**config.mk**
```make
export PLATFORM = sky130hd
export DESIGN_NAME = scene_slot_table_with_level_map
export DESIGN_NICKNAME = d
export VERILOG_FILES = /design/src/hdl/sst_pkg.sv /design/src/hdl/scene_slot_table_with_level_map.sv /design/src/hdl/sst_slot_store.sv /design/src/hdl/sst_seq.sv
export SDC_FILE = /design/constraint.sdc
export NUM_CORES = 1
export LEC_CHECK = 0
export BUFFER_PORTS_ARGS = -buffer_cell sky130_fd_sc_hd__buf_2
export CORE_AREA = 3 3 206 208
export CTS_CLUSTER_DIAMETER = 40
export DETAILED_ROUTE_END_ITERATION = 12
export DIE_AREA = 0 0 209 211
export PLACE_DENSITY = 0.66
export SLEW_MARGIN = 20
export SYNTH_ARGS = -nofsm -noshare
export SYNTH_HDL_FRONTEND = slang
export SYNTH_SLANG_ARGS = --single-unit
```
**constraint.sdc**
```tcl
create_clock -name clk -period 5.4 [get_ports clk]
set_input_delay 1.08 -clock clk [delete_from_list [all_inputs] [get_ports clk]]
set_output_delay 1.08 -clock clk [all_outputs]
set_load 0.01 [all_outputs]
```
**src/hdl/sst_pkg.sv**
```systemverilog
// Package for the scene slot table: command and request codes, store and
// result structs, and the intensity-to-arc-level ROM.
// No dependencies.
`timescale 1ns / 1ps
`default_nettype none

package sst_pkg;

  localparam int unsigned SLOTS_DEF = 16;
  localparam int unsigned UID_W     = 16;
  localparam int unsigned BYTE_W    = 8;
  localparam int unsigned KIND_W    = 2;
  localparam int unsigned SLOT_W    = 7;
  localparam int unsigned SCENE_W   = 6;
  localparam int unsigned PCT_MAX   = 100;
  localparam int unsigned PCT_IDX_W = $clog2(PCT_MAX + 1);

  // request kinds
  localparam logic [KIND_W-1:0] KIND_ADD  = 2'd0;
  localparam logic [KIND_W-1:0] KIND_DEL  = 2'd1;
  localparam logic [KIND_W-1:0] KIND_GOTO = 2'd2;

  // command types
  localparam logic [1:0] CMD_ADD    = 2'd0;
  localparam logic [1:0] CMD_DEL    = 2'd1;
  localparam logic [1:0] CMD_RECALL = 2'd2;

  localparam logic [SLOT_W-1:0] SLOT_MISS = 7'h7F;

  typedef enum logic [1:0] {
    ST_IDLE,
    ST_SCAN,
    ST_DRAIN,
    ST_FINISH
  } sst_state_t;

  typedef struct packed {
    logic              en;
    logic [UID_W-1:0]  uid;
    logic [BYTE_W-1:0] ballast;
  } sst_wr_t;

  typedef struct packed {
    logic [SLOT_W-1:0]  slot_index;
    logic               command_valid;
    logic [1:0]         command_type;
    logic [BYTE_W-1:0]  command_ballast;
    logic [BYTE_W-1:0]  command_level;
    logic [SCENE_W-1:0] command_scene;
    logic [BYTE_W-1:0]  command_source;
  } sst_res_t;

  // trunc(253*(1+log10 p)/3 + 1), zero for p = 0
  localparam logic [BYTE_W-1:0] LEVEL_ROM [0:PCT_MAX] = '{
      8'd0,   8'd85,  8'd110, 8'd125, 8'd136, 8'd144, 8'd150, 8'd156, 8'd161, 8'd165,
      8'd169, 8'd173, 8'd176, 8'd179, 8'd181, 8'd184, 8'd186, 8'd189, 8'd191, 8'd193,
      8'd195, 8'd196, 8'd198, 8'd200, 8'd201, 8'd203, 8'd204, 8'd206, 8'd207, 8'd208,
      8'd209, 8'd211, 8'd212, 8'd213, 8'd214, 8'd215, 8'd216, 8'd217, 8'd218, 8'd219,
      8'd220, 8'd221, 8'd222, 8'd223, 8'd223, 8'd224, 8'd225, 8'd226, 8'd227, 8'd227,
      8'd228, 8'd229, 8'd230, 8'd230, 8'd231, 8'd232, 8'd232, 8'd233, 8'd234, 8'd234,
      8'd235, 8'd235, 8'd236, 8'd237, 8'd237, 8'd238, 8'd238, 8'd239, 8'd239, 8'd240,
      8'd240, 8'd241, 8'd241, 8'd242, 8'd242, 8'd243, 8'd243, 8'd244, 8'd244, 8'd245,
      8'd245, 8'd246, 8'd246, 8'd247, 8'd247, 8'd248, 8'd248, 8'd248, 8'd249, 8'd249,
      8'd250, 8'd250, 8'd250, 8'd251, 8'd251, 8'd252, 8'd252, 8'd252, 8'd253, 8'd253,
      8'd254
  };

  function automatic logic [BYTE_W-1:0] level_of(input logic [BYTE_W-1:0] pct);
    logic [PCT_IDX_W-1:0] p;
    p = (pct > BYTE_W'(PCT_MAX)) ? PCT_IDX_W'(PCT_MAX) : pct[PCT_IDX_W-1:0];
    return LEVEL_ROM[p];
  endfunction

endpackage

`default_nettype wire

```
**src/hdl/scene_slot_table_with_level_map.sv**
```systemverilog
// Top level of the scene slot table: sequencer, slot store and the result
// register that drives the strobed output transaction.
// Depends on sst_pkg, sst_slot_store and sst_seq.
`timescale 1ns / 1ps
`default_nettype none

// Scene slot table with logarithmic level map.
// A request transaction is taken at a rising edge where start is high and
// busy is low. The block then walks the table one slot a cycle through its
// single memory read port and identifier comparator: a request that hits a
// slot ends the walk at that slot, a miss or a new add walks the whole
// table, and an unused kind code skips the walk. In the first cycle with
// busy low again the result sits on the out_ ports for exactly one cycle,
// marked by out_strobe; there is no
// back-pressure, so capture it then or lose it. A new request may be issued
// in that same strobe cycle. Every request gives exactly one result. A miss,
// a full table or an unused kind code returns slot index -1 with no command
// and all command fields zero. Intensities above 100 percent saturate.
// An identifier of zero matches the first free slot. The table is all free
// straight after reset; no clearing pass is needed.
module scene_slot_table_with_level_map #(
  parameter int unsigned SLOTS = sst_pkg::SLOTS_DEF
) (
  input  wire logic                            clk,
  input  wire logic                            rst_n,
  input  wire logic                            start,
  output logic                                 busy,
  input  wire logic [sst_pkg::KIND_W-1:0]      in_kind,
  input  wire logic [sst_pkg::UID_W-1:0]       in_scene_uid,
  input  wire logic [sst_pkg::BYTE_W-1:0]      in_ballast_short_id,
  input  wire logic [sst_pkg::BYTE_W-1:0]      in_intensity_percent,
  input  wire logic [sst_pkg::BYTE_W-1:0]      in_request_source,
  output logic                                 out_strobe,
  output logic signed [sst_pkg::SLOT_W-1:0]    out_slot_index,
  output logic                                 out_command_valid,
  output logic      [1:0]                      out_command_type,
  output logic      [sst_pkg::BYTE_W-1:0]      out_command_ballast,
  output logic      [sst_pkg::BYTE_W-1:0]      out_command_level,
  output logic      [sst_pkg::SCENE_W-1:0]     out_command_scene,
  output logic      [sst_pkg::BYTE_W-1:0]      out_command_source
);

  localparam int unsigned IDX_W = (SLOTS > 1) ? $clog2(SLOTS) : 1;

  logic [IDX_W-1:0]           rd_idx;
  logic [sst_pkg::UID_W-1:0]  rd_uid;
  logic [sst_pkg::BYTE_W-1:0] rd_ballast;
  logic [IDX_W-1:0]           wr_idx;
  sst_pkg::sst_wr_t           wr;
  logic                       done;
  sst_pkg::sst_res_t          res;
  sst_pkg::sst_res_t          res_r;
  logic                       strobe_r;

  // sequencer owns the search and decides the write
  sst_seq #(
    .SLOTS (SLOTS),
    .IDX_W (IDX_W)
  ) u_seq (
    .clk               (clk),
    .rst_n             (rst_n),
    .start             (start),
    .busy              (busy),
    .kind              (in_kind),
    .scene_uid         (in_scene_uid),
    .ballast_short_id  (in_ballast_short_id),
    .intensity_percent (in_intensity_percent),
    .request_source    (in_request_source),
    .rd_idx            (rd_idx),
    .rd_uid            (rd_uid),
    .rd_ballast        (rd_ballast),
    .wr_idx            (wr_idx),
    .wr                (wr),
    .done              (done),
    .res               (res)
  );

  sst_slot_store #(
    .SLOTS (SLOTS),
    .IDX_W (IDX_W)
  ) u_store (
    .clk        (clk),
    .rst_n      (rst_n),
    .rd_idx     (rd_idx),
    .rd_uid     (rd_uid),
    .rd_ballast (rd_ballast),
    .wr_idx     (wr_idx),
    .wr         (wr)
  );

  // hold the finished result for its single strobe cycle
  always_ff @(posedge clk) begin
    if (!rst_n) begin
      strobe_r <= 1'b0;
    end else begin
      strobe_r <= done;
    end
  end

  always_ff @(posedge clk) begin
    if (done) begin
      res_r <= res;
    end
  end

  assign out_strobe          = strobe_r;
  assign out_slot_index      = res_r.slot_index;
  assign out_command_valid   = res_r.command_valid;
  assign out_command_type    = res_r.command_type;
  assign out_command_ballast = res_r.command_ballast;
  assign out_command_level   = res_r.command_level;
  assign out_command_scene   = res_r.command_scene;
  assign out_command_source  = res_r.command_source;

endmodule

`default_nettype wire

```
**src/hdl/sst_slot_store.sv**
```systemverilog
// Slot store: identifier and short id memories with a registered read port,
// plus per-entry valid bits so that unwritten entries read as zero.
// Depends on sst_pkg.
`timescale 1ns / 1ps
`default_nettype none

module sst_slot_store #(
  parameter int unsigned SLOTS = sst_pkg::SLOTS_DEF,
  parameter int unsigned IDX_W = (SLOTS > 1) ? $clog2(SLOTS) : 1
) (
  input  wire logic                        clk,
  input  wire logic                        rst_n,
  input  wire logic [IDX_W-1:0]            rd_idx,
  output logic      [sst_pkg::UID_W-1:0]   rd_uid,
  output logic      [sst_pkg::BYTE_W-1:0]  rd_ballast,
  input  wire logic [IDX_W-1:0]            wr_idx,
  input  wire sst_pkg::sst_wr_t            wr
);

  logic [sst_pkg::UID_W-1:0]  uid_mem     [SLOTS];
  logic [sst_pkg::BYTE_W-1:0] ballast_mem [SLOTS];
  logic [SLOTS-1:0]           vld_r;
  logic [sst_pkg::UID_W-1:0]  rd_uid_r;
  logic [sst_pkg::BYTE_W-1:0] rd_ballast_r;
  logic                       rd_vld_r;

  always_ff @(posedge clk) begin
    if (wr.en) begin
      uid_mem[wr_idx]     <= wr.uid;
      ballast_mem[wr_idx] <= wr.ballast;
    end
    rd_uid_r     <= uid_mem[rd_idx];
    rd_ballast_r <= ballast_mem[rd_idx];
    rd_vld_r     <= vld_r[rd_idx];
  end

  // mark an entry as written; reset frees the whole table at once
  always_ff @(posedge clk) begin
    if (!rst_n) begin
      vld_r <= '0;
    end else if (wr.en) begin
      vld_r[wr_idx] <= 1'b1;
    end
  end

  assign rd_uid     = rd_vld_r ? rd_uid_r : '0;
  assign rd_ballast = rd_vld_r ? rd_ballast_r : '0;

endmodule

`default_nettype wire

```
**src/hdl/sst_seq.sv**
```systemverilog
// Search sequencer: walks the slot store one entry a cycle through a single
// identifier comparator, then builds the result and the store write.
// Depends on sst_pkg.
`timescale 1ns / 1ps
`default_nettype none

module sst_seq #(
  parameter int unsigned SLOTS = sst_pkg::SLOTS_DEF,
  parameter int unsigned IDX_W = (SLOTS > 1) ? $clog2(SLOTS) : 1
) (
  input  wire logic                          clk,
  input  wire logic                          rst_n,
  input  wire logic                          start,
  output logic                               busy,
  input  wire logic [sst_pkg::KIND_W-1:0]    kind,
  input  wire logic [sst_pkg::UID_W-1:0]     scene_uid,
  input  wire logic [sst_pkg::BYTE_W-1:0]    ballast_short_id,
  input  wire logic [sst_pkg::BYTE_W-1:0]    intensity_percent,
  input  wire logic [sst_pkg::BYTE_W-1:0]    request_source,
  output logic      [IDX_W-1:0]              rd_idx,
  input  wire logic [sst_pkg::UID_W-1:0]     rd_uid,
  input  wire logic [sst_pkg::BYTE_W-1:0]    rd_ballast,
  output logic      [IDX_W-1:0]              wr_idx,
  output sst_pkg::sst_wr_t                   wr,
  output logic                               done,
  output sst_pkg::sst_res_t                  res
);

  localparam int unsigned CNT_W = $clog2(SLOTS + 1);

  sst_pkg::sst_state_t state_r, state_nxt;

  logic [CNT_W-1:0]              cnt_r, cnt_nxt;
  logic                          cmp_vld_r, cmp_vld_nxt;
  logic [IDX_W-1:0]              cmp_idx_r, cmp_idx_nxt;
  logic                          hit_r, hit_nxt;
  logic [IDX_W-1:0]              hit_idx_r, hit_idx_nxt;
  logic [sst_pkg::BYTE_W-1:0]    hit_ballast_r, hit_ballast_nxt;
  logic                          free_r, free_nxt;
  logic [IDX_W-1:0]              free_idx_r, free_idx_nxt;
  logic [sst_pkg::KIND_W-1:0]    kind_r;
  logic [sst_pkg::UID_W-1:0]     uid_r;
  logic [sst_pkg::BYTE_W-1:0]    shid_r;
  logic [sst_pkg::BYTE_W-1:0]    pct_r;
  logic [sst_pkg::BYTE_W-1:0]    src_r;

  logic accept;
  logic last_issue;
  logic cmp_on;
  logic uid_eq;
  logic uid_free;
  logic sel_ok;
  logic [IDX_W-1:0] sel_idx;

  assign accept     = start && (state_r == sst_pkg::ST_IDLE);
  assign last_issue = (cnt_r == CNT_W'(SLOTS - 1));
  assign cmp_on     = cmp_vld_r &&
                      ((state_r == sst_pkg::ST_SCAN) || (state_r == sst_pkg::ST_DRAIN));
  // the shared comparator
  assign uid_eq     = (rd_uid == uid_r);
  assign uid_free   = (rd_uid == '0);

  // next state
  always_comb begin
    state_nxt = state_r;
    unique case (state_r)
      sst_pkg::ST_IDLE: begin
        if (accept) begin
          state_nxt = (kind > sst_pkg::KIND_GOTO) ? sst_pkg::ST_FINISH : sst_pkg::ST_SCAN;
        end
      end
      sst_pkg::ST_SCAN: begin
        if (cmp_on && uid_eq) begin
          state_nxt = sst_pkg::ST_FINISH;
        end else if (last_issue) begin
          state_nxt = sst_pkg::ST_DRAIN;
        end
      end
      sst_pkg::ST_DRAIN:  state_nxt = sst_pkg::ST_FINISH;
      sst_pkg::ST_FINISH: state_nxt = sst_pkg::ST_IDLE;
      default:            state_nxt = sst_pkg::ST_IDLE;
    endcase
  end

  // search datapath
  always_comb begin
    cnt_nxt         = cnt_r;
    cmp_vld_nxt     = 1'b0;
    cmp_idx_nxt     = cmp_idx_r;
    hit_nxt         = hit_r;
    hit_idx_nxt     = hit_idx_r;
    hit_ballast_nxt = hit_ballast_r;
    free_nxt        = free_r;
    free_idx_nxt    = free_idx_r;
    if (accept) begin
      cnt_nxt  = '0;
      hit_nxt  = 1'b0;
      free_nxt = 1'b0;
    end
    if (state_r == sst_pkg::ST_SCAN) begin
      cmp_vld_nxt = 1'b1;
      cmp_idx_nxt = cnt_r[IDX_W-1:0];
      cnt_nxt     = cnt_r + CNT_W'(1);
    end
    if (cmp_on) begin
      if (uid_eq) begin
        hit_nxt         = 1'b1;
        hit_idx_nxt     = cmp_idx_r;
        hit_ballast_nxt = rd_ballast;
      end
      if (uid_free && !free_r) begin
        free_nxt     = 1'b1;
        free_idx_nxt = cmp_idx_r;
      end
    end
  end

  // outputs
  always_comb begin
    busy    = (state_r != sst_pkg::ST_IDLE);
    rd_idx  = cnt_r[IDX_W-1:0];
    done    = (state_r == sst_pkg::ST_FINISH);
    sel_ok  = 1'b0;
    sel_idx = hit_idx_r;
    if (hit_r) begin
      sel_ok = 1'b1;
    end else if ((kind_r == sst_pkg::KIND_ADD) && free_r) begin
      sel_ok  = 1'b1;
      sel_idx = free_idx_r;
    end
    wr_idx     = sel_idx;
    wr.en      = 1'b0;
    wr.uid     = '0;
    wr.ballast = '0;
    res        = '0;
    res.slot_index = sst_pkg::SLOT_MISS;
    if (sel_ok) begin
      res.slot_index    = sst_pkg::SLOT_W'(sel_idx);
      res.command_valid = 1'b1;
      res.command_scene = sst_pkg::SCENE_W'(sel_idx);
      unique case (kind_r)
        sst_pkg::KIND_ADD: begin
          wr.en               = done;
          wr.uid              = uid_r;
          wr.ballast          = shid_r;
          res.command_type    = sst_pkg::CMD_ADD;
          res.command_ballast = shid_r;
          res.command_level   = sst_pkg::level_of(pct_r);
        end
        sst_pkg::KIND_DEL: begin
          wr.en               = done;
          res.command_type    = sst_pkg::CMD_DEL;
          res.command_ballast = hit_ballast_r;
          res.command_level   = sst_pkg::level_of(pct_r);
        end
        sst_pkg::KIND_GOTO: begin
          res.command_type    = sst_pkg::CMD_RECALL;
          res.command_ballast = hit_ballast_r;
          res.command_source  = src_r;
        end
        default: begin
          res = '0;
          res.slot_index = sst_pkg::SLOT_MISS;
        end
      endcase
    end
  end

  always_ff @(posedge clk) begin
    if (!rst_n) begin
      state_r   <= sst_pkg::ST_IDLE;
      cmp_vld_r <= 1'b0;
    end else begin
      state_r   <= state_nxt;
      cmp_vld_r <= cmp_vld_nxt;
    end
  end

  always_ff @(posedge clk) begin
    cnt_r         <= cnt_nxt;
    cmp_idx_r     <= cmp_idx_nxt;
    hit_r         <= hit_nxt;
    hit_idx_r     <= hit_idx_nxt;
    hit_ballast_r <= hit_ballast_nxt;
    free_r        <= free_nxt;
    free_idx_r    <= free_idx_nxt;
    if (accept) begin
      kind_r <= kind;
      uid_r  <= scene_uid;
      shid_r <= ballast_short_id;
      pct_r  <= intensity_percent;
      src_r  <= request_source;
    end
  end

endmodule

`default_nettype wire
```
# == After elaboration in Yosys (flattened, before gate mapping) ==
# Memories as Yosys holds them, arrays and structs flattened. A register that Yosys moved wholly into a read port is not among the register bits.
# Index checks and enable logic that the tools add are counted.
# classes
order_cmp,5
mux,31
n_addsub,1
n_eq_ne,9
n_reduce_logical,22
bitwise_logic,2
# op_table
op,n
one-hot mux 10 bit (3 select lines),1
2-to-1 mux 25 bit,1
2-to-1 mux 24 bit,1
equality test 16 bit,1
logical NOT 16 bit,1
2-to-1 mux 16 bit,1
bitwise OR 16 bit,1
2-to-1 mux 1 bit,14
AND reduction 2 bit,6
"less-than comparator 4 x 5 -> 1 bit, second input constant",2
2-to-1 mux 5 bit,2
"greater-than comparator 8 x 7 -> 1 bit, second input constant",1
2-to-1 mux 2 bit,4
2-to-1 mux 4 bit,2
2-to-1 mux 8 bit,1
inverter 7 -> 8 bit,1
one-hot mux 2 bit (4 select lines),1
2-to-1 mux 7 bit,1
"equality test 2 bit, second input constant",3
logical AND 1 bit,6
"adder 5 x 1 -> 5 bit, second input constant",1
"equality test 5 x 4 -> 1 bit, second input constant",1
binary-select mux 1 bit (select 4 bit),1
demux 1 bit (select 4 bit),1
11 further kinds,15
# totals
romBits,1024
mem_count,3
ram_bits,384
out_inout_bits,42
input_bits,45
regBits,122
# mem_list
name,words,word_bits,read_ports,rd_clocked_by_memory_dff,write_ports,line,rtl
(name not given),128,8,1,1,0,sst_pkg.sv:71,return LEVEL_ROM[p];
u_store.uid_mem,16,16,1,1,1,sst_slot_store.sv:20,logic [sst_pkg::UID_W-1:0] uid_mem [SLOTS];
u_store.ballast_mem,16,8,1,1,1,sst_slot_store.sv:21,logic [sst_pkg::BYTE_W-1:0] ballast_mem [SLOTS];

# == Logic depth before layout (Yosys ltp) ==
# Gate-level depths: netlist (run 1).
# logic_depth
word_depth,9
mapped_depth,12

# == Cells and area by module ==
# A second synthesis (run 1) with hierarchy kept.
# unflattened
cells_unflattened,1158
area_unflattened_um2,21294.2
# by_module_without_submodules
module,area_per_inst_um2,n_inst,cells_each
sst_slot_store,15676.3,1,704
sst_seq,4390.5,1,412
scene_slot_table_with_level_map,1227.4,1,42

# == Least setup slack after synthesis (run 1) ==
# OpenSTA, ideal clock, no wires.
# synth_path
path_type,reg2reg
startpoint,reg u_seq.state_r[0]
endpoint,"mem u_store.ballast_mem[5][0] (netlist bit), enable pin"
path_stages_with_launch,5
arrival_time_ps,2911
synth_period_minus_slack_ps,3317
setup_slack_ps,2083
path_buffers,0
cell_sequence,dfxtp_1 ha_1 nor3b_2 nand2_1 nor2_1
# synth_via
elab_chain_len,5
# synth_rtl
item,line,rtl
start: declaration,sst_seq.sv:31,"sst_pkg::sst_state_t state_r, state_nxt;"
start signal: assignment,sst_seq.sv:171,state_r <= sst_pkg::ST_IDLE;
start signal: assignment,sst_seq.sv:174,state_r <= state_nxt;
equality test 2 bit,sst_seq.sv:122,done = (state_r == sst_pkg::ST_FINISH);
net done,scene_slot_table_with_level_map.sv:50,logic done;
2-to-1 mux 1 bit,sst_seq.sv:141,unique case (kind_r)
2-to-1 mux 25 bit,sst_seq.sv:137,if (sel_ok) begin
2-to-1 mux 1 bit,sst_slot_store.sv:28,if (wr.en) begin
2-to-1 mux 1 bit (not written as such),sst_slot_store.sv:30,ballast_mem[wr_idx] <= wr.ballast;
end: declaration,sst_slot_store.sv:21,
# The timed path passes the listed nets, and every way through them passes these cells.

# == Worst setup path after layout (run 1) ==
# layout_path
startpoint,reg u_seq.kind_r[0] (netlist bit)
endpoint,"mem u_store.ballast_mem[12][2] (netlist bit), enable pin"
# layout_via
elab_chain_len,7
word_cells_on_any_way,12
cone_classes,eq/ne: 1; mux: 8; reduce/logical: 3
# layout_rtl
item,line,rtl
start: declaration,sst_seq.sv:41,logic [sst_pkg::KIND_W-1:0] kind_r;
start signal: assignment,sst_seq.sv:188,kind_r <= kind;
logical NOT 2 bit,"sst_seq.sv:127, sst_seq.sv:141",
logical AND 1 bit,sst_seq.sv:127,end else if ((kind_r == sst_pkg::KIND_ADD) && free_r) begin
2-to-1 mux 1 bit,sst_seq.sv:127,
2-to-1 mux 1 bit,sst_seq.sv:125,if (hit_r) begin
2-to-1 mux 25 bit,sst_seq.sv:137,
2-to-1 mux 1 bit,sst_slot_store.sv:28,
2-to-1 mux 1 bit (not written as such),sst_slot_store.sv:30,
# Parallel ways exist; a longest one is shown, timed or not.

==> results.toml, run 1 <==
[cts]
clk_latency_ns = 0.57
hold_buffers = 0
cts.sinks = 534
htreeDepth = 3
cts_tree = "yes"
post_cts_resize_count = 0
cts_setup_buffers = 0
cts_buffers = 68
clk_pin_slew_worst_paths_ns = 0.06
clockRootBuffer = "clkbuf_16"
cts_buffer_depth = 3

[yosys]
ys_seq_area_share_pct = 74.0
synth.distinct_cells = 65
synth_seq_cells = 534
synth_top_area_share_pct = 69.5
async_reset_ff_share_pct = 0
yosysTopAreaCell = "edfxtp_1"
synth_area_um2 = 21000
ys_top_cells_by_area = "edfxtp_1, mux4_2, dfxtp_1"
ys_warn_count = 0
synth_edf_count = 487
syn_area_per_cell_um2 = 18.9
synth-main-ff-cell = "edfxtp_1"
synthCells = 1111

[worst_setup_path]
worstPathRequired_ns = 5.58
critPathLaunchType = "flop"
path_class = "flop to flop"
r2r_cells = 4
worstPathArrival_ns = 3.62
r2r-end = "u_store.ballast_mem[12][2]"
crit_path_end_kind = "flop"
cp_max_fo = 25
reg2reg_from = "u_seq.kind_r[0]"
regToRegSetupSlack_ns = 1.95

[timing]
tns_ns = 0
worstMarginPinSlew_ns = 1.11
slew_headroom_pct = 26.0
finalHoldViolations = 0
finalClockSkew_ns = 0.0208
fmaxAchievable_mhz = 290
rsz0062_at_grt = "false"
setup_violations = 0
min_period_over_period_pct = 63.8
hold_slack_ns = 0.448
slew_viol_final = 0
layout_min_cycle_time_ns = 3.45

[power_and_ir_drop]
netSwitchingFraction_pct = 26.2
internal_power_mw = 8.75
p_leak_nw = 7.86
ir_drop_mv = 0.275
finalPower_mw = 11.9
seq_power_share_pct = 42.5
p_clk_share_pct = 38.3
p_comb_share_pct = 19.3
p_per_area_nw_per_um2 = 486
p_switching_mw = 3.11

[route]
drt_pass1_iterations = 6
avgRoutedWirePerCell_um = 25.4
ant_nets = 0
via_per_inst = 6.01
drt-initial-drc-count = 1233
drc_errors = 0
vias = 10800
drt_wl_total_mm = 45.9

[final_layout]
final_layout_size_suffix_gt1_share_pct = 28.5
layout_commonest_cell = "edfxtp_1"
fin_area_um2 = 24400
nNetsFinal = 1281
area_growth_pct = 16.0
layout_common_cells = "edfxtp_1, mux4_2, buf_2"
final_cells = 1804
diodes = 0

[floorplanning]
die_h_um = 211
dieArea_um2 = 44100
io_pins = 87
die_x_um = 209
floorplan.initialDensity_pct = 51.7
core_region_area_um2 = 40700
fp-row-count = 74

[global_route]
grt_pass1_vias = 11000
grt_pass1_wl_mm = 69.4
gr-usage-all-layers_pct = 21.1
grt_overflow_total = 0
antenna_found_initial = 1
grt_max_degree = 104

[placed_design]
gp_congestion = 0.873
dp_hpwl_mm = 26.4
place_area_um2 = 22100
place_inst = 1681
port_buffers = 84

[job]
cap_violations = 0

[worst_hold_path]
min_from = "u_seq.cmp_idx_r[0]"
hold_end = "u_seq.hit_idx_r[0]"
hold_class = "flop to flop"
holdPathStages = 0

[status]
outcome = "finished, final reports clean"
-- power by group through the flow --
stage | combinational, mW | sequential, mW | clock, mW
finish | 2.28 | 5.04 | 4.54
global route | 2.47 | 5.06 | 4.78
CTS | 2.32 | 5.03 | 4.61
detailed placement | 2.31 | 5.11 | 0
global placement | 2.30 | 5.11 | 0
floorplan | 1.79 | 4.97 | 0
-- metrics by stage --
| stage | util (%) | worst slack, ns |
|---|---|---|
| finish | 59.9 | 1.95 |
| global route | 59.9 | 1.76 |
| CTS | 59.9 | 1.92 |
| floorplan | - | 2.08 |
| detailed placement | 54.3 | 1.95 |
| global placement | 54.3 | 2.14 |
-- cell usage after synthesis, types with 5 or more instances --
master	count
and2_1	32
buf_2	13
dfxtp_1	47
a211oi_1	9
ha_1	17
o21ai_0	24
mux2i_1	10
o21a_1	17
nor4_1	6
nor3_1	8
buf_4	6
clkbuf_1	32
nand2b_1	9
nand3_1	7
and3_1	9
nand2_1	43
a31oi_1	5
inv_1	23
a21oi_1	28
mux4_2	125
buf_1	5
nor2b_1	13
edfxtp_1	487
nor2_1	62
-- state kept, by name (all words and copies together), names as in the netlist, 2 cells and up --
name / count
out_command_ballast: 8
out_command_level: 8
out_command_scene: 4
out_command_source: 8
out_command_type: 2
out_slot_index: 5
u_seq.cmp_idx_r: 4
u_seq.cnt_r: 5
u_seq.free_idx_r: 4
u_seq.hit_ballast_r: 8
u_seq.hit_idx_r: 4
u_seq.kind_r: 2
u_seq.pct_r: 8
u_seq.shid_r: 8
u_seq.src_r: 8
u_seq.state_r: 2
u_seq.uid_r: 16
u_store.ballast_mem: 128
u_store.rd_ballast_r: 8
u_store.rd_uid_r: 16
u_store.uid_mem: 256
u_store.vld_r: 16
-- worst max-delay path, stage by stage (launching register included) --
cell	delay (ns)
edfxtp_1	0.56
nor4b_4	0.47
mux2i_1	0.51
nand4_1	0.52
nor2_4	0.98
-- layer usage --
layer  wire, um  GRT usage, %
met5          0             0
met4       1070          6.44
met3       3410          4.60
met2      22100          33.1
met1      19300          30.5
-- cell type report --
class | count | area, um^2
inverters | 25 | 93.8
well taps | 532 | 666
clock inverters | 36 | 427
clock buffers | 87 | 1880
flip-flops and latches | 534 | 15600
repair buffers | 94 | 520
fillers | 2944 | 16300
multi-input cells | 496 | 5260
-- logic make-up (layout without fill, tap and decap cells) --
logic type / after synthesis / count (layout) / share of synthesized area (%)
DFF: 534 / 534 / 74.0
AOI/OAI and AO/OA: 129 / 129 / 4.14
buffers and inverters: 82 / 242 / 1.68
and+or+nand+nor: 205 / 205 / 4.96
other: 1 / 2 / 0.0178
xor gates and xnor gates: 5 / 5 / 0.208
adders and majority gates: 17 / 17 / 1.01
muxes: 138 / 138 / 14.0
-- how the worst max path moves through the flow --
| stage | start | to | slack (ns) | cells past startpoint |
|---|---|---|---|---|
| floorplan | u_seq.state_r[0] | u_store.ballast_mem[5][0] | 2.08 | 4 |
| global placement | u_seq.kind_r[0] | u_store.uid_mem[10][13] | 2.14 | 4 |
| detailed placement | u_seq.kind_r[0] | u_store.ballast_mem[4][0] | 1.95 | 4 |
| CTS | u_seq.kind_r[0] | u_store.uid_mem[4][15] | 1.92 | 4 |
| global route | u_seq.kind_r[0] | u_store.ballast_mem[12][2] | 1.76 | 4 |
| finish | u_seq.kind_r[0] | u_store.ballast_mem[12][2] | 1.95 | 4 |
Power figures use the tool's default switching activity.
==> run 2: changes to the inputs <==
--- a/config.mk
+++ b/config.mk
@@ -10,7 +10,7 @@
 export CTS_CLUSTER_DIAMETER = 40
 export DETAILED_ROUTE_END_ITERATION = 12
 export DIE_AREA = 0 0 209 211
-export PLACE_DENSITY = 0.66
+export PLACE_DENSITY = 0.69
 export SLEW_MARGIN = 20
 export SYNTH_ARGS = -nofsm -noshare
 export SYNTH_HDL_FRONTEND = slang
==> constraint.sdc (replaced) <==
create_clock -name clk -period 2.9 [get_ports clk]
set_input_delay 0.58 -clock clk [delete_from_list [all_inputs] [get_ports clk]]
set_output_delay 0.58 -clock clk [all_outputs]
set_load 0.01 [all_outputs]
==> run 2 against run 1 <==
Compared with the run above:
- cell count is 4.5% higher
- highest routed layer unchanged
- core utilization is 2.7 points higher
- clock power is 98% higher
- wire length is 8.0% higher
- first-iteration DRC count is 5.8% lower
- sequential power is 84% higher
- fmax is 29% higher
==> results.toml, run 2 (synthesis results as in run 1) <==
[floorplanning]
core_region_area_um2 = 40700
floorplan.initialDensity_pct = 51.7
fp-row-count = 74
dieArea_um2 = 44100
die_h_um = 211
io_pins = 87
die_x_um = 209

[job]
cap_violations = 0

[route]
vias = 11300
drt_wl_total_mm = 49.6
drt-initial-drc-count = 1162
via_per_inst = 6.00
drt_pass1_iterations = 5
avgRoutedWirePerCell_um = 26.3
drc_errors = 0
ant_nets = 0

[cts]
clockRootBuffer = "clkbuf_16"
cts_buffers = 72
cts_tree = "yes"
hold_buffers = 0
clk_pin_slew_worst_paths_ns = 0.06
cts.sinks = 534
htreeDepth = 3
clk_latency_ns = 0.59
cts_buffer_depth = 3

[final_layout]
diodes = 0
final_cells = 1885
area_growth_pct = 21.1
layout_common_cells = "edfxtp_1, mux4_2, buf_2"
layout_commonest_cell = "edfxtp_1"
largest_reg_flops = 256
nNetsFinal = 1356
max_flop_register = "u_store.uid_mem"
reg.largest.list = "u_store.uid_mem: 256 flops, u_store.ballast_mem: 128 flops"
final_layout_size_suffix_gt1_share_pct = 32.9

[placed_design]
place_inst = 1751
port_buffers = 84
gp_congestion = 0.882
dp_hpwl_mm = 29.7

[power_and_ir_drop]
ir_drop_mv = 0.656
p_leak_nw = 8.40
p_per_area_nw_per_um2 = 905

[global_route]
grt_pass1_wl_mm = 75.0
grt_overflow_total = 0
grt-busiest-layer = "met2"
grt_pass1_vias = 11600
gr-usage-all-layers_pct = 23.0
globalRouteMet2Util_pct = 36.4
grt_max_degree = 69
antenna_found_initial = 0
use_met3_pct = 4.66
grt_use_met1_pct = 32.7

[worst_setup_path]
critPathLaunchType = "flop"
cp_max_fo = 14
path_class = "flop to flop"
worstPathArrival_ns = 2.96
crit_path_end_kind = "flop"
worstPathRequired_ns = 3.20

[timing]
fmaxAchievable_mhz = 375
rsz0062_at_grt = "false"
finalClockSkew_ns = 0.0248
layout_min_cycle_time_ns = 2.67
setup_violations = 0
slew_viol_final = 0
min_period_over_period_pct = 92.0
worstMarginPinSlew_ns = 0.911
tns_ns = 0
finalHoldViolations = 0
slew_headroom_pct = 39.1

[status]
outcome = "finished, final reports clean"

[worst_hold_path]
hold_class = "input pin to flop"
run 2: worst paths after layout:
kind,startpoint,to,slack [ns],cells past startpoint
worst max-delay path,u_seq.kind_r[1],u_store.uid_mem[9][15],0.23,5
worst min-delay path,in_scene_uid[10],u_seq.uid_r[10],0.16,1
worst max register to register,u_seq.kind_r[1],u_store.uid_mem[9][15],0.23,5
worst min register to register,u_seq.cmp_idx_r[1],u_seq.hit_idx_r[1],0.46,0
run 2: worst max-delay path, stage by stage, from the launching register on:
cell and delay, ns:
edfxtp_1 0.43, nor4b_4 0.47, mux2i_1 0.52, nand2_1 0.38, nor2_4 0.37, buf_12 0.21
run 2: metal layers:
metal  vias to the layer above  share of wire, %
li1                       4866                 -
met1                      5873                42
met2                       492                48
met3                        83               7.2
met4                         0               2.7
met5                         -                 0
run 2: final cells by class:
cell class / count / area, um^2
timing repair buffer: 165 / 1430
tap: 532 / 666
clock buffer: 79 / 1850
multi-input combinational: 496 / 5250
sequential: 534 / 15600
clock inverter: 54 / 638
fill: 2850 / 15200
inverter: 25 / 93.8
run 2: power breakdown:
part | leakage [nW] | internal (mW) | total, mW | switching (mW)
sequential | 4.63 | 8.90 | 9.26 | 0.362
clock | 1.20 | 5.54 | 9.00 | 3.46
combinational | 2.57 | 2.40 | 4.82 | 2.42
total | 8.40 | 16.8 | 23.1 | 6.24
run 2: what timing repair did:
action / 4_1_cts / 5_1_grt
setup buffers: 0 / 1
endpoints found under the setup margin: 0 / 2
gates resized for setup: 0 / 0
run 2: metrics by stage:
stage	util [%]	area (um^2)	total power, mW	hold slack, ns	setup slack, ns
final	62.6	25500	23.1	0.159	0.233
after global routing	62.6	25500	24.0	0.142	0.00613
after CTS	62.6	25500	23.3	0.134	0.224
after detailed placement	56.4	23000	14.2	0.448	0.241
after global placement	56.4	23000	14.2	0.441	0.257
after floorplan	-	21100	12.6	0.421	-0.157
==> run 3: changes to the inputs <==
--- a/config.mk
+++ b/config.mk
@@ -6,12 +6,13 @@
 export NUM_CORES = 1
 export LEC_CHECK = 0
 export BUFFER_PORTS_ARGS = -buffer_cell sky130_fd_sc_hd__buf_2
-export CORE_AREA = 3 3 206 208
+export CORE_AREA = 3 3 207 209
 export CTS_CLUSTER_DIAMETER = 40
 export DETAILED_ROUTE_END_ITERATION = 12
-export DIE_AREA = 0 0 209 211
+export DIE_AREA = 0 0 210 212
 export PLACE_DENSITY = 0.69
 export SLEW_MARGIN = 20
 export SYNTH_ARGS = -nofsm -noshare
 export SYNTH_HDL_FRONTEND = slang
+export SYNTH_HIERARCHICAL = 1
 export SYNTH_SLANG_ARGS = --single-unit
==> run 3 against run 2 <==
Compared with the run above:
- fmax down 4.0%
- sequential power about the same
- synthesized area up 1.2%
- die area up 0.95%
- global-route usage up 0.21 points
- register-to-register slack worse by 0.11 ns
- combinational power down 0.8%
- total power down 1.1%
- largest cell class unchanged
- largest power group unchanged
==> results.toml, run 3 <==
[yosys]
synthCells = 1158
syn_area_per_cell_um2 = 18.4
synth.distinct_cells = 70
ys_warn_count = 6
synth.most_common_cell = "edfxtp_1"
synth_common_cells = "edfxtp_1, mux4_2, and2_1"
synth_area_um2 = 21300
synth-main-ff-cell = "edfxtp_1"
synth_seq_cells = 538
async_reset_ff_share_pct = 0
ys_top_cells_by_area = "edfxtp_1, mux4_2, dfxtp_1"
yosysTopAreaCell = "edfxtp_1"
synth_edf_count = 491
synth_top_area_share_pct = 69.2
ys_seq_area_share_pct = 73.7

[placed_design]
dp_hpwl_mm = 29.4
port_buffers = 86
place_inst = 1788
gp_congestion = 0.835

[cts]
htreeDepth = 3
clk_pin_slew_worst_paths_ns = 0.06
cts_buffers = 71
clk_latency_ns = 0.60
cts_buffer_depth = 3
cts_tree = "yes"
post_cts_resize_count = 0
cts.sinks = 538
hold_buffers = 0
clockRootBuffer = "clkbuf_16"
cts_setup_buffers = 0

[floorplanning]
fp-row-count = 74
io_pins = 87
die_x_um = 210
core_region_area_um2 = 41000
dieArea_um2 = 44500
floorplan.initialDensity_pct = 51.9
die_h_um = 212

[timing]
fmaxAchievable_mhz = 360
rsz0062_at_grt = "false"
layout_min_cycle_time_ns = 2.78
finalHoldViolations = 0
worstMarginPinSlew_ns = 0.784
finalClockSkew_ns = 0.0213
slew_viol_final = 0
slew_headroom_pct = 47.8
hold_slack_ns = 0.159
setup_violations = 0
min_period_over_period_pct = 95.8

[worst_setup_path]
critPathLaunchType = "flop"
crit_path_end_kind = "flop"
worstPathArrival_ns = 3.04
worstPathRequired_ns = 3.16
cp_max_fo = 13
path_class = "flop to flop"
r2r_cells = 7

[power_and_ir_drop]
p_switching_mw = 6.37
ir_drop_mv = 0.729
p_leak_nw = 8.40
p_clk_share_pct = 38.6
seq_power_share_pct = 40.5
p_per_area_nw_per_um2 = 899
internal_power_mw = 16.5
netSwitchingFraction_pct = 27.9
p_comb_share_pct = 20.9

[global_route]
antenna_found_initial = 0
grt_pass1_wl_mm = 75.8
grt_overflow_total = 0
grt_pass1_vias = 11800
gr-usage-all-layers_pct = 23.2
grt_max_degree = 103

[route]
drt_wl_total_mm = 50.5
ant_nets = 0
avgRoutedWirePerCell_um = 26.4
drt_pass1_iterations = 5
drt-initial-drc-count = 1297
via_per_inst = 6.07
vias = 11600
drc_errors = 0

[final_layout]
layout_commonest_cell = "edfxtp_1"
largest_reg_flops = 256
max_flop_register = "u_store/uid_mem"
nNetsFinal = 1391
final_layout_size_suffix_gt1_share_pct = 29.9
area_growth_pct = 19.3
final_cells = 1918
layout_common_cells = "edfxtp_1, mux4_2, buf_2"
diodes = 0
reg.largest.list = "u_store/uid_mem: 256 flops, u_store/ballast_mem: 128 flops"
utilization_pct = 61.9

[worst_hold_path]
hold_class = "input pin to flop"
holdPathStages = 1

[status]
outcome = "finished, final reports clean"

[job]
cap_violations = 0
-- run 3: worst paths after layout --
path / startpoint / end / slack [ns]
setup / recovery: u_store/rd_vld_r / u_seq/hit_idx_r[3] / 0.12
setup reg to reg: u_store/rd_vld_r / u_seq/hit_idx_r[3] / 0.12
hold reg to reg: u_seq/cmp_idx_r[0] / u_seq/hit_idx_r[0] / 0.45
hold / removal: in_scene_uid[5] / u_seq/uid_r[5] / 0.16
-- run 3: power by group through the flow --
stage,logic (mW),registers (mW),clock network (mW)
2_1_floorplan,3.40,9.30,0
3_3_place_gp,4.74,9.39,0
3_5_place_dp,4.77,9.39,0
4_1_cts,4.82,9.24,8.97
5_1_grt,5.15,9.28,9.31
6_report,4.78,9.24,8.82
-- run 3: per-stage QoR --
| stage | TNS (ns) | instance area (um^2) | power [mW] | worst slack (ns) |
|---|---|---|---|---|
| final | 0 | 25400 | 22.8 | 0.121 |
| after global routing | 0 | 25400 | 23.7 | 0.0178 |
| after CTS | 0 | 25400 | 23.0 | 0.115 |
| after detailed placement | 0 | 23000 | 14.2 | 0.161 |
| after global placement | 0 | 23000 | 14.1 | 0.264 |
| after floorplan | -19.41 | 21400 | 12.7 | -0.135 |
-- run 3: worst max-delay path, cell delays in order, from the launching register on --
cell	delay (ns)
dfxtp_1	0.71
buf_4	0.32
and2_1	0.21
xnor2_1	0.21
nor4b_1	0.45
nand4_1	0.19
inv_1	0.10
buf_4	0.25
-- run 3: kinds of logic (layout without fill, tap and decap cells) --
family	Yosys count	count (layout)	synth area share, %
buf+inv	84	311	2.09
other cells	1	2	0.0176
simple gates	227	227	5.64
fa+ha+maj	17	17	0.999
flops	538	538	73.7
compound gates	153	153	5.28
mux	118	118	11.5
xor+xnor	20	20	0.823
-- run 3: area by class of cell --
type                       instances  area (um^2)
multi-input combinational        537         5340
inverter                          23         87.6
fill                            2842        15600
clock inverter                    48          566
tap                              532          666
timing repair buffer             158         1210
clock buffer                      82         1860
sequential                       538        15700
-- run 3: per-layer routing --
| layer | vias to the layer above | track usage [%] | part of all wire [%] |
|---|---|---|---|
| met5 | - | 0 | 0 |
| met4 | 0 | 8.18 | 2.9 |
| met3 | 90 | 4.71 | 9.1 |
| met2 | 585 | 36.2 | 47 |
| met1 | 5979 | 33.2 | 41 |
| li1 | 4986 | - | - |
